==> config.mk <==
export PLATFORM = sky130hd
export DESIGN_NAME = q2r_lerp
export DESIGN_NICKNAME = d
export VERILOG_FILES = /design/src/sv/q2r_pkg.sv /design/src/sv/q2r_div_cell.sv /design/src/sv/q2r_lerp.sv
export SDC_FILE = /design/constraint.sdc
export NUM_CORES = 2
export LEC_CHECK = 0
export BUFFER_PORTS_ARGS = -buffer_cell sky130_fd_sc_hd__buf_2
export CAP_MARGIN = 20
export CORE_MARGIN = 3
export CORE_UTILIZATION = 65
export DETAILED_ROUTE_END_ITERATION = 10
export HOLD_SLACK_MARGIN = 0.06
export PLACE_DENSITY_LB_ADDON = 0.2
export SYNTH_ARGS = -nofsm -noshare
export SYNTH_HDL_FRONTEND = slang
export SYNTH_HIERARCHICAL = 1
export SYNTH_SLANG_ARGS = --single-unit
==> constraint.sdc <==
create_clock -name clk -period 22 [get_ports clk]
set_input_delay 4.4 -clock clk [delete_from_list [all_inputs] [get_ports clk]]
set_output_delay 4.4 -clock clk [all_outputs]
set_load 0.01 [all_outputs]
==> src/sv/q2r_pkg.sv <==
// Package for the quad-to-rectangle address mapper: widths, register codes, sideband struct.
// No dependencies.
`timescale 1ns / 1ps
`default_nettype none
package q2r_pkg;
  localparam int COORD_BITS = 12;
  localparam int NUM_W      = 2 * COORD_BITS + 1;  // biased dividend magnitude
  localparam int PROD_W     = 2 * COORD_BITS + 2;  // signed delta * t
  localparam int CORNER_W   = 2 * COORD_BITS;
  localparam int IDX_W      = 3;

  typedef logic [COORD_BITS-1:0] coord_t;

  typedef enum logic [IDX_W-1:0] {
    REG_TL     = 3'd0,
    REG_BL     = 3'd1,
    REG_BR     = 3'd2,
    REG_TR     = 3'd3,
    REG_CUSTOM = 3'd4,
    REG_CW     = 3'd5,
    REG_CH     = 3'd6
  } reg_idx_t;

  // Per-beat context carried alongside the interpolation lanes.
  typedef struct packed {
    coord_t row;
    coord_t w;
    coord_t h;
    logic   empty;
    logic   outside;
  } side_t;
endpackage
`default_nettype wire

==> src/sv/q2r_div_cell.sv <==
// One restoring-division cell: tries n << SHIFT, sets one quotient bit, registers.
// Depends on q2r_pkg.
`timescale 1ns / 1ps
`default_nettype none
module q2r_div_cell #(
  parameter int SHIFT = 0
) (
  input  logic                 clk,
  input  logic                 en,
  input  q2r_pkg::coord_t      n,
  input  logic [q2r_pkg::NUM_W-1:0] rem_i,
  input  q2r_pkg::coord_t      q_i,
  output logic [q2r_pkg::NUM_W-1:0] rem_r,
  output q2r_pkg::coord_t      q_r
);
  import q2r_pkg::*;

  logic [NUM_W-1:0] dsub;
  logic             ge;
  logic [NUM_W-1:0] rem_nxt;
  coord_t           q_nxt;

  always_comb begin
    dsub    = NUM_W'(n) << SHIFT;
    ge      = rem_i >= dsub;
    rem_nxt = ge ? rem_i - dsub : rem_i;
    q_nxt   = ge ? (q_i | (coord_t'(1) << SHIFT)) : q_i;
  end

  always_ff @(posedge clk) begin
    if (en) begin
      rem_r <= rem_nxt;
      q_r   <= q_nxt;
    end
  end
endmodule
`default_nettype wire

==> src/sv/q2r_lerp.sv <==
// Floor interpolation a + floor((b-a)*t/n) over LANES lanes sharing t and n:
// multiply stage, bias stage, a row of COORD_BITS division cells, final add.
// Depends on q2r_pkg and q2r_div_cell.
`timescale 1ns / 1ps
`default_nettype none
module q2r_lerp #(
  parameter int LANES = 2
) (
  input  logic                        clk,
  input  logic                        rst_n,
  input  logic                        en,
  input  logic                        vld_i,
  input  q2r_pkg::coord_t [LANES-1:0] a,
  input  q2r_pkg::coord_t [LANES-1:0] b,
  input  q2r_pkg::coord_t             t,
  input  q2r_pkg::coord_t             n,
  input  q2r_pkg::side_t              side_i,
  output logic                        vld_r,
  output q2r_pkg::coord_t [LANES-1:0] res_r,
  output q2r_pkg::side_t              side_r
);
  import q2r_pkg::*;

  localparam int STEPS = COORD_BITS;

  // multiply stage
  logic signed [PROD_W-1:0] prod_r [LANES];
  coord_t [LANES-1:0]       a_m_r;
  coord_t                   n_m_r;
  side_t                    side_m_r;
  logic                     vld_m_r;

  // division row, index 0 is the bias stage
  logic [NUM_W-1:0]   rem_d [STEPS+1][LANES];
  coord_t             q_d   [STEPS+1][LANES];
  coord_t [LANES-1:0] a_d   [STEPS+1];
  logic   [LANES-1:0] neg_d [STEPS+1];
  coord_t             n_d   [STEPS];
  side_t              side_d[STEPS+1];
  logic               vld_d [STEPS+1];

  logic signed [PROD_W-1:0] prod_nxt [LANES];

  always_comb begin
    for (int l = 0; l < LANES; l++) begin
      prod_nxt[l] = PROD_W'($signed({1'b0, b[l]}) - $signed({1'b0, a[l]}))
                  * PROD_W'($signed({1'b0, t}));
    end
  end

  always_ff @(posedge clk) begin
    if (en) begin
      for (int l = 0; l < LANES; l++) begin
        prod_r[l] <= prod_nxt[l];
      end
      a_m_r    <= a;
      n_m_r    <= n;
      side_m_r <= side_i;
    end
  end

  always_ff @(posedge clk) begin
    if (!rst_n) begin
      vld_m_r <= 1'b0;
    end else if (en) begin
      vld_m_r <= vld_i;
    end
  end

  // bias: floor(p/n) = -((-p + n - 1) / n) for negative p
  always_ff @(posedge clk) begin
    if (en) begin
      for (int l = 0; l < LANES; l++) begin
        neg_d[0][l] <= prod_r[l][PROD_W-1];
        q_d[0][l]   <= '0;
        if (prod_r[l][PROD_W-1]) begin
          rem_d[0][l] <= NUM_W'(-prod_r[l] + PROD_W'(n_m_r) - PROD_W'(1));
        end else begin
          rem_d[0][l] <= NUM_W'(prod_r[l]);
        end
      end
      a_d[0]    <= a_m_r;
      n_d[0]    <= n_m_r;
      side_d[0] <= side_m_r;
    end
  end

  always_ff @(posedge clk) begin
    if (!rst_n) begin
      vld_d[0] <= 1'b0;
    end else if (en) begin
      vld_d[0] <= vld_m_r;
    end
  end

  for (genvar k = 0; k < STEPS; k++) begin : g_step
    for (genvar l = 0; l < LANES; l++) begin : g_lane
      q2r_div_cell #(.SHIFT(STEPS - 1 - k)) u_cell (
        .clk   (clk),
        .en    (en),
        .n     (n_d[k]),
        .rem_i (rem_d[k][l]),
        .q_i   (q_d[k][l]),
        .rem_r (rem_d[k+1][l]),
        .q_r   (q_d[k+1][l])
      );
    end

    always_ff @(posedge clk) begin
      if (en) begin
        a_d[k+1]    <= a_d[k];
        neg_d[k+1]  <= neg_d[k];
        side_d[k+1] <= side_d[k];
      end
    end

    // divisor is not needed past the last cell
    if (k < STEPS - 1) begin : g_n
      always_ff @(posedge clk) begin
        if (en) begin
          n_d[k+1] <= n_d[k];
        end
      end
    end

    always_ff @(posedge clk) begin
      if (!rst_n) begin
        vld_d[k+1] <= 1'b0;
      end else if (en) begin
        vld_d[k+1] <= vld_d[k];
      end
    end
  end

  // final add with sign restore
  coord_t [LANES-1:0] res_nxt;
  logic [COORD_BITS:0] qs;

  always_comb begin
    res_nxt = '0;
    qs      = '0;
    for (int l = 0; l < LANES; l++) begin
      qs = neg_d[STEPS][l] ? -{1'b0, q_d[STEPS][l]} : {1'b0, q_d[STEPS][l]};
      res_nxt[l] = coord_t'({1'b0, a_d[STEPS][l]} + qs);
    end
  end

  always_ff @(posedge clk) begin
    if (en) begin
      res_r  <= res_nxt;
      side_r <= side_d[STEPS];
    end
  end

  always_ff @(posedge clk) begin
    if (!rst_n) begin
      vld_r <= 1'b0;
    end else if (en) begin
      vld_r <= vld_d[STEPS];
    end
  end
endmodule
`default_nettype wire
==> results.py <==
metrics = {
    "placed_design": {
        "placed_cells_incl_taps": 9449,
        "place_congestion": 0.909,
        "preCtsSetupSlack_ns": 9.60,
        "port_buffer_cells": 176,
        "placed_area_mm2": 0.104,
        "place_hpwl_um": 137000,
    },
    "clocking": {
        "cts_max_level": 4,
        "post-cts-setup-buffer-count": 0,
        "cts_tree": "done",
        "clockBufferDepth": 3,
        "cts_hold_repair.buffers": 0,
        "cts.sink_count": 2067,
        "postCtsResizedCells": 0,
        "worst_setup_hold_path_clk_slew_ns": 0.06,
        "clock_latency_ns": 0.84,
        "clock_tree.root_cell": "sky130_fd_sc_hd__clkbuf_16",
        "tritoncts.num_buffers": 197,
    },
    "timing": {
        "hold_violations": 0,
        "slew_violations": 0,
        "clock.fmax_mhz": 85.9,
        "finalWorstSetupSlack_ns": 10.35,
        "timing.final.crit_period_ns": 11.65,
        "fin_tns_setup_ns": 0,
        "fin_crit_sh": 0.529,
        "hold_slack_ns": 0.345,
        "rsz0062_at_grt": "false",
        "setup_viol": 0,
        "timing.slew.headroom": 0.269,
        "clock-skew-final_ns": 0.0921,
        "timing_worst_slew_pin_value_ns": 1.10,
    },
    "grt": {
        "grt_pass1_vias": 58759,
        "grt_overflow": 0,
        "antenna_found_initial": 9,
        "gr-usage-all-layers": 0.252,
        "first_pass_grt_wire_length_um": 319000,
        "grt_start_max_net_pins": 205,
    },
    "critical_path": {
        "crit_path_launch_type": "primary input",
        "critPathKind": "in -> reg",
        "critical-path-max-stage-delay_ns": 0.83,
        "regToRegSetupSlack_ns": 18.06,
        "worst_r2r_path_depth": 12,
        "cp_slowest_cell": "sky130_fd_sc_hd__xor2_1",
        "timing.rr.end": "res_r[22]",
        "r2r_start": "g_step[11].g_lane[1].u_cell/q_r[1]",
        "critPathCapture": "prod_r[0][24]",
        "crit_path_max_fanout": 12,
        "critPathArrivalTime_ns": 12.16,
        "critical_path_required_ns": 22.52,
        "critPathCaptureType": "flop",
        "startpoint": "a[2]",
    },
    "routing": {
        "vias": 57245,
        "wl_per_instance_um": 20.6,
        "drc": 0,
        "drtAntennaViolNets": 0,
        "drtIter0Drc": 4329,
        "via_per_inst": 5.83,
        "drtPass1Iterations": 6,
        "wl_um": 202000,
    },
    "power": {
        "power_density_mw_per_mm2": 159,
        "power.static_leakage_nw": 43.4,
        "post-layout-total-power_mw": 17.7,
        "ir_drop_mv": 0.553,
    },
    "finish": {
        "instances_no_fill": 9815,
        "num-nets-final": 8532,
        "post_route_cells_drive_above_1_share": 0.103,
        "antenna_cells": 0,
        "postLayoutCellArea_mm2": 0.111,
        "flow.area_growth_from_synthesis_pct": 9.60,
        "finish.utilization": 0.719,
    },
    "die": {
        "die_h_um": 401,
        "num_rows": 144,
        "top_level_ports": 177,
        "initial_utilization": 0.656,
        "floorplan.die.width_um": 401,
        "placeable_area_mm2": 0.155,
        "dieArea_mm2": 0.161,
    },
    "yosys": {
        "synthesis.area_mm2": 0.101,
        "total_of_warnings_raised_by_yosys": 6,
        "postSynthAreaPerCell_um2": 13.9,
        "syn_inst": 7314,
    },
    "hold_path": {
        "timing.hold.worst.class": "reg -> reg",
    },
    "outcome": {
        "status": "complete, no violations",
    },
    "run": {
        "max_cap_viol_count": 0,
    },
}
==> cell type report <==
type	count	area, um^2
inverter	861	3230
clock buffer	239	5090
clock inverter	119	1490
fill	10033	43400
sequential	2067	62000
tap	2044	2560
timing repair buffer	223	1390
multi-input combinational	4262	35400
==> how the worst min path moves through the flow <==
stage,end,startpoint,cells after the start,slack [ns]
after detailed placement,a_d[0][112],a_d[0][88],0,0.40
after global placement,side_d[2][0],side_d[1][0],0,0.40
after global routing,side_d[10][2],side_d[9][2],0,0.35
final,g_step[5].g_lane[0].u_cell/q_r[3],g_step[4].g_lane[0].u_cell/q_r[3],0,0.34
after CTS,g_step[5].g_lane[0].u_cell/q_r[3],g_step[4].g_lane[0].u_cell/q_r[3],0,0.34
after floorplan,a_d[0][0],a_m_r[0],0,0.40
==> placed cells by master, fill, tap and decap left out, types with 32 or more instances in the layout <==
| cell type | count |
|---|---|
| sky130_fd_sc_hd__a211oi_1 | 49 |
| sky130_fd_sc_hd__a21o_1 | 80 |
| sky130_fd_sc_hd__a21oi_1 | 371 |
| sky130_fd_sc_hd__a31oi_1 | 43 |
| sky130_fd_sc_hd__and2_1 | 138 |
| sky130_fd_sc_hd__and3_1 | 36 |
| sky130_fd_sc_hd__buf_2 | 175 |
| sky130_fd_sc_hd__buf_4 | 37 |
| sky130_fd_sc_hd__clkbuf_1 | 42 |
| sky130_fd_sc_hd__clkbuf_16 | 197 |
| sky130_fd_sc_hd__clkinv_1 | 39 |
| sky130_fd_sc_hd__edfxtp_1 | 2064 |
| sky130_fd_sc_hd__fa_1 | 324 |
| sky130_fd_sc_hd__ha_1 | 482 |
| sky130_fd_sc_hd__inv_1 | 861 |
| sky130_fd_sc_hd__mux2_2 | 46 |
| sky130_fd_sc_hd__mux2_4 | 72 |
| sky130_fd_sc_hd__mux2i_1 | 34 |
| sky130_fd_sc_hd__nand2_1 | 409 |
| sky130_fd_sc_hd__nand2b_1 | 79 |
| sky130_fd_sc_hd__nand3_1 | 89 |
| sky130_fd_sc_hd__nand4_1 | 51 |
| sky130_fd_sc_hd__nor2_1 | 343 |
| sky130_fd_sc_hd__nor2b_1 | 96 |
| sky130_fd_sc_hd__nor3_1 | 78 |
| sky130_fd_sc_hd__nor4_1 | 52 |
| sky130_fd_sc_hd__o211ai_1 | 34 |
| sky130_fd_sc_hd__o21a_1 | 55 |
| sky130_fd_sc_hd__o21ai_0 | 233 |
| sky130_fd_sc_hd__o21bai_1 | 36 |
| sky130_fd_sc_hd__o31a_1 | 32 |
| sky130_fd_sc_hd__o31ai_1 | 37 |
| sky130_fd_sc_hd__or3_1 | 50 |
| sky130_fd_sc_hd__xnor2_1 | 287 |
| sky130_fd_sc_hd__xor2_1 | 161 |
==> metal layers <==
layer,up-vias,share of wire,GRT usage
met2,1624,0.51,0.439
met3,437,0.046,0.0339
li1,26963,-,-
met1,28219,0.41,0.325
met4,2,0.038,0.0948
met5,-,0.000054,0
==> worst max-delay path, delay by kind of cell <==
family                   cells  cell delay (ns)
buffers and inverters        6             0.39
XOR/XNOR                     2             0.91
adder cells (fa/ha/maj)      7             2.96
AND/OR/NAND/NOR              3             0.59
AO/OA/AOI/OAI                9             2.92
==> registers in the layout, indices dropped and copies added, names as in the netlist <==
| signal | flops |
|---|---|
| a_d | 312 |
| side_r | 38 |
| neg_d | 26 |
| vld_d | 13 |
| vld_m_r | 1 |
| side_d | 494 |
| rem_d | 50 |
| vld_r | 1 |
| side_m_r | 38 |
| res_r | 24 |
| n_m_r | 12 |
| n_d | 144 |
| g_step.g_lane.u_cell/rem_r | 550 |
| a_m_r | 24 |
| g_step.g_lane.u_cell/q_r | 288 |
| prod_r | 52 |
==> where the power goes <==
part	switching, mW	internal (mW)
Combinational	4.70	3.60
Sequential	0.453	5.51
Clock	1.50	1.91
Total	6.65	11.0
(Power assumes the default switching activity.)
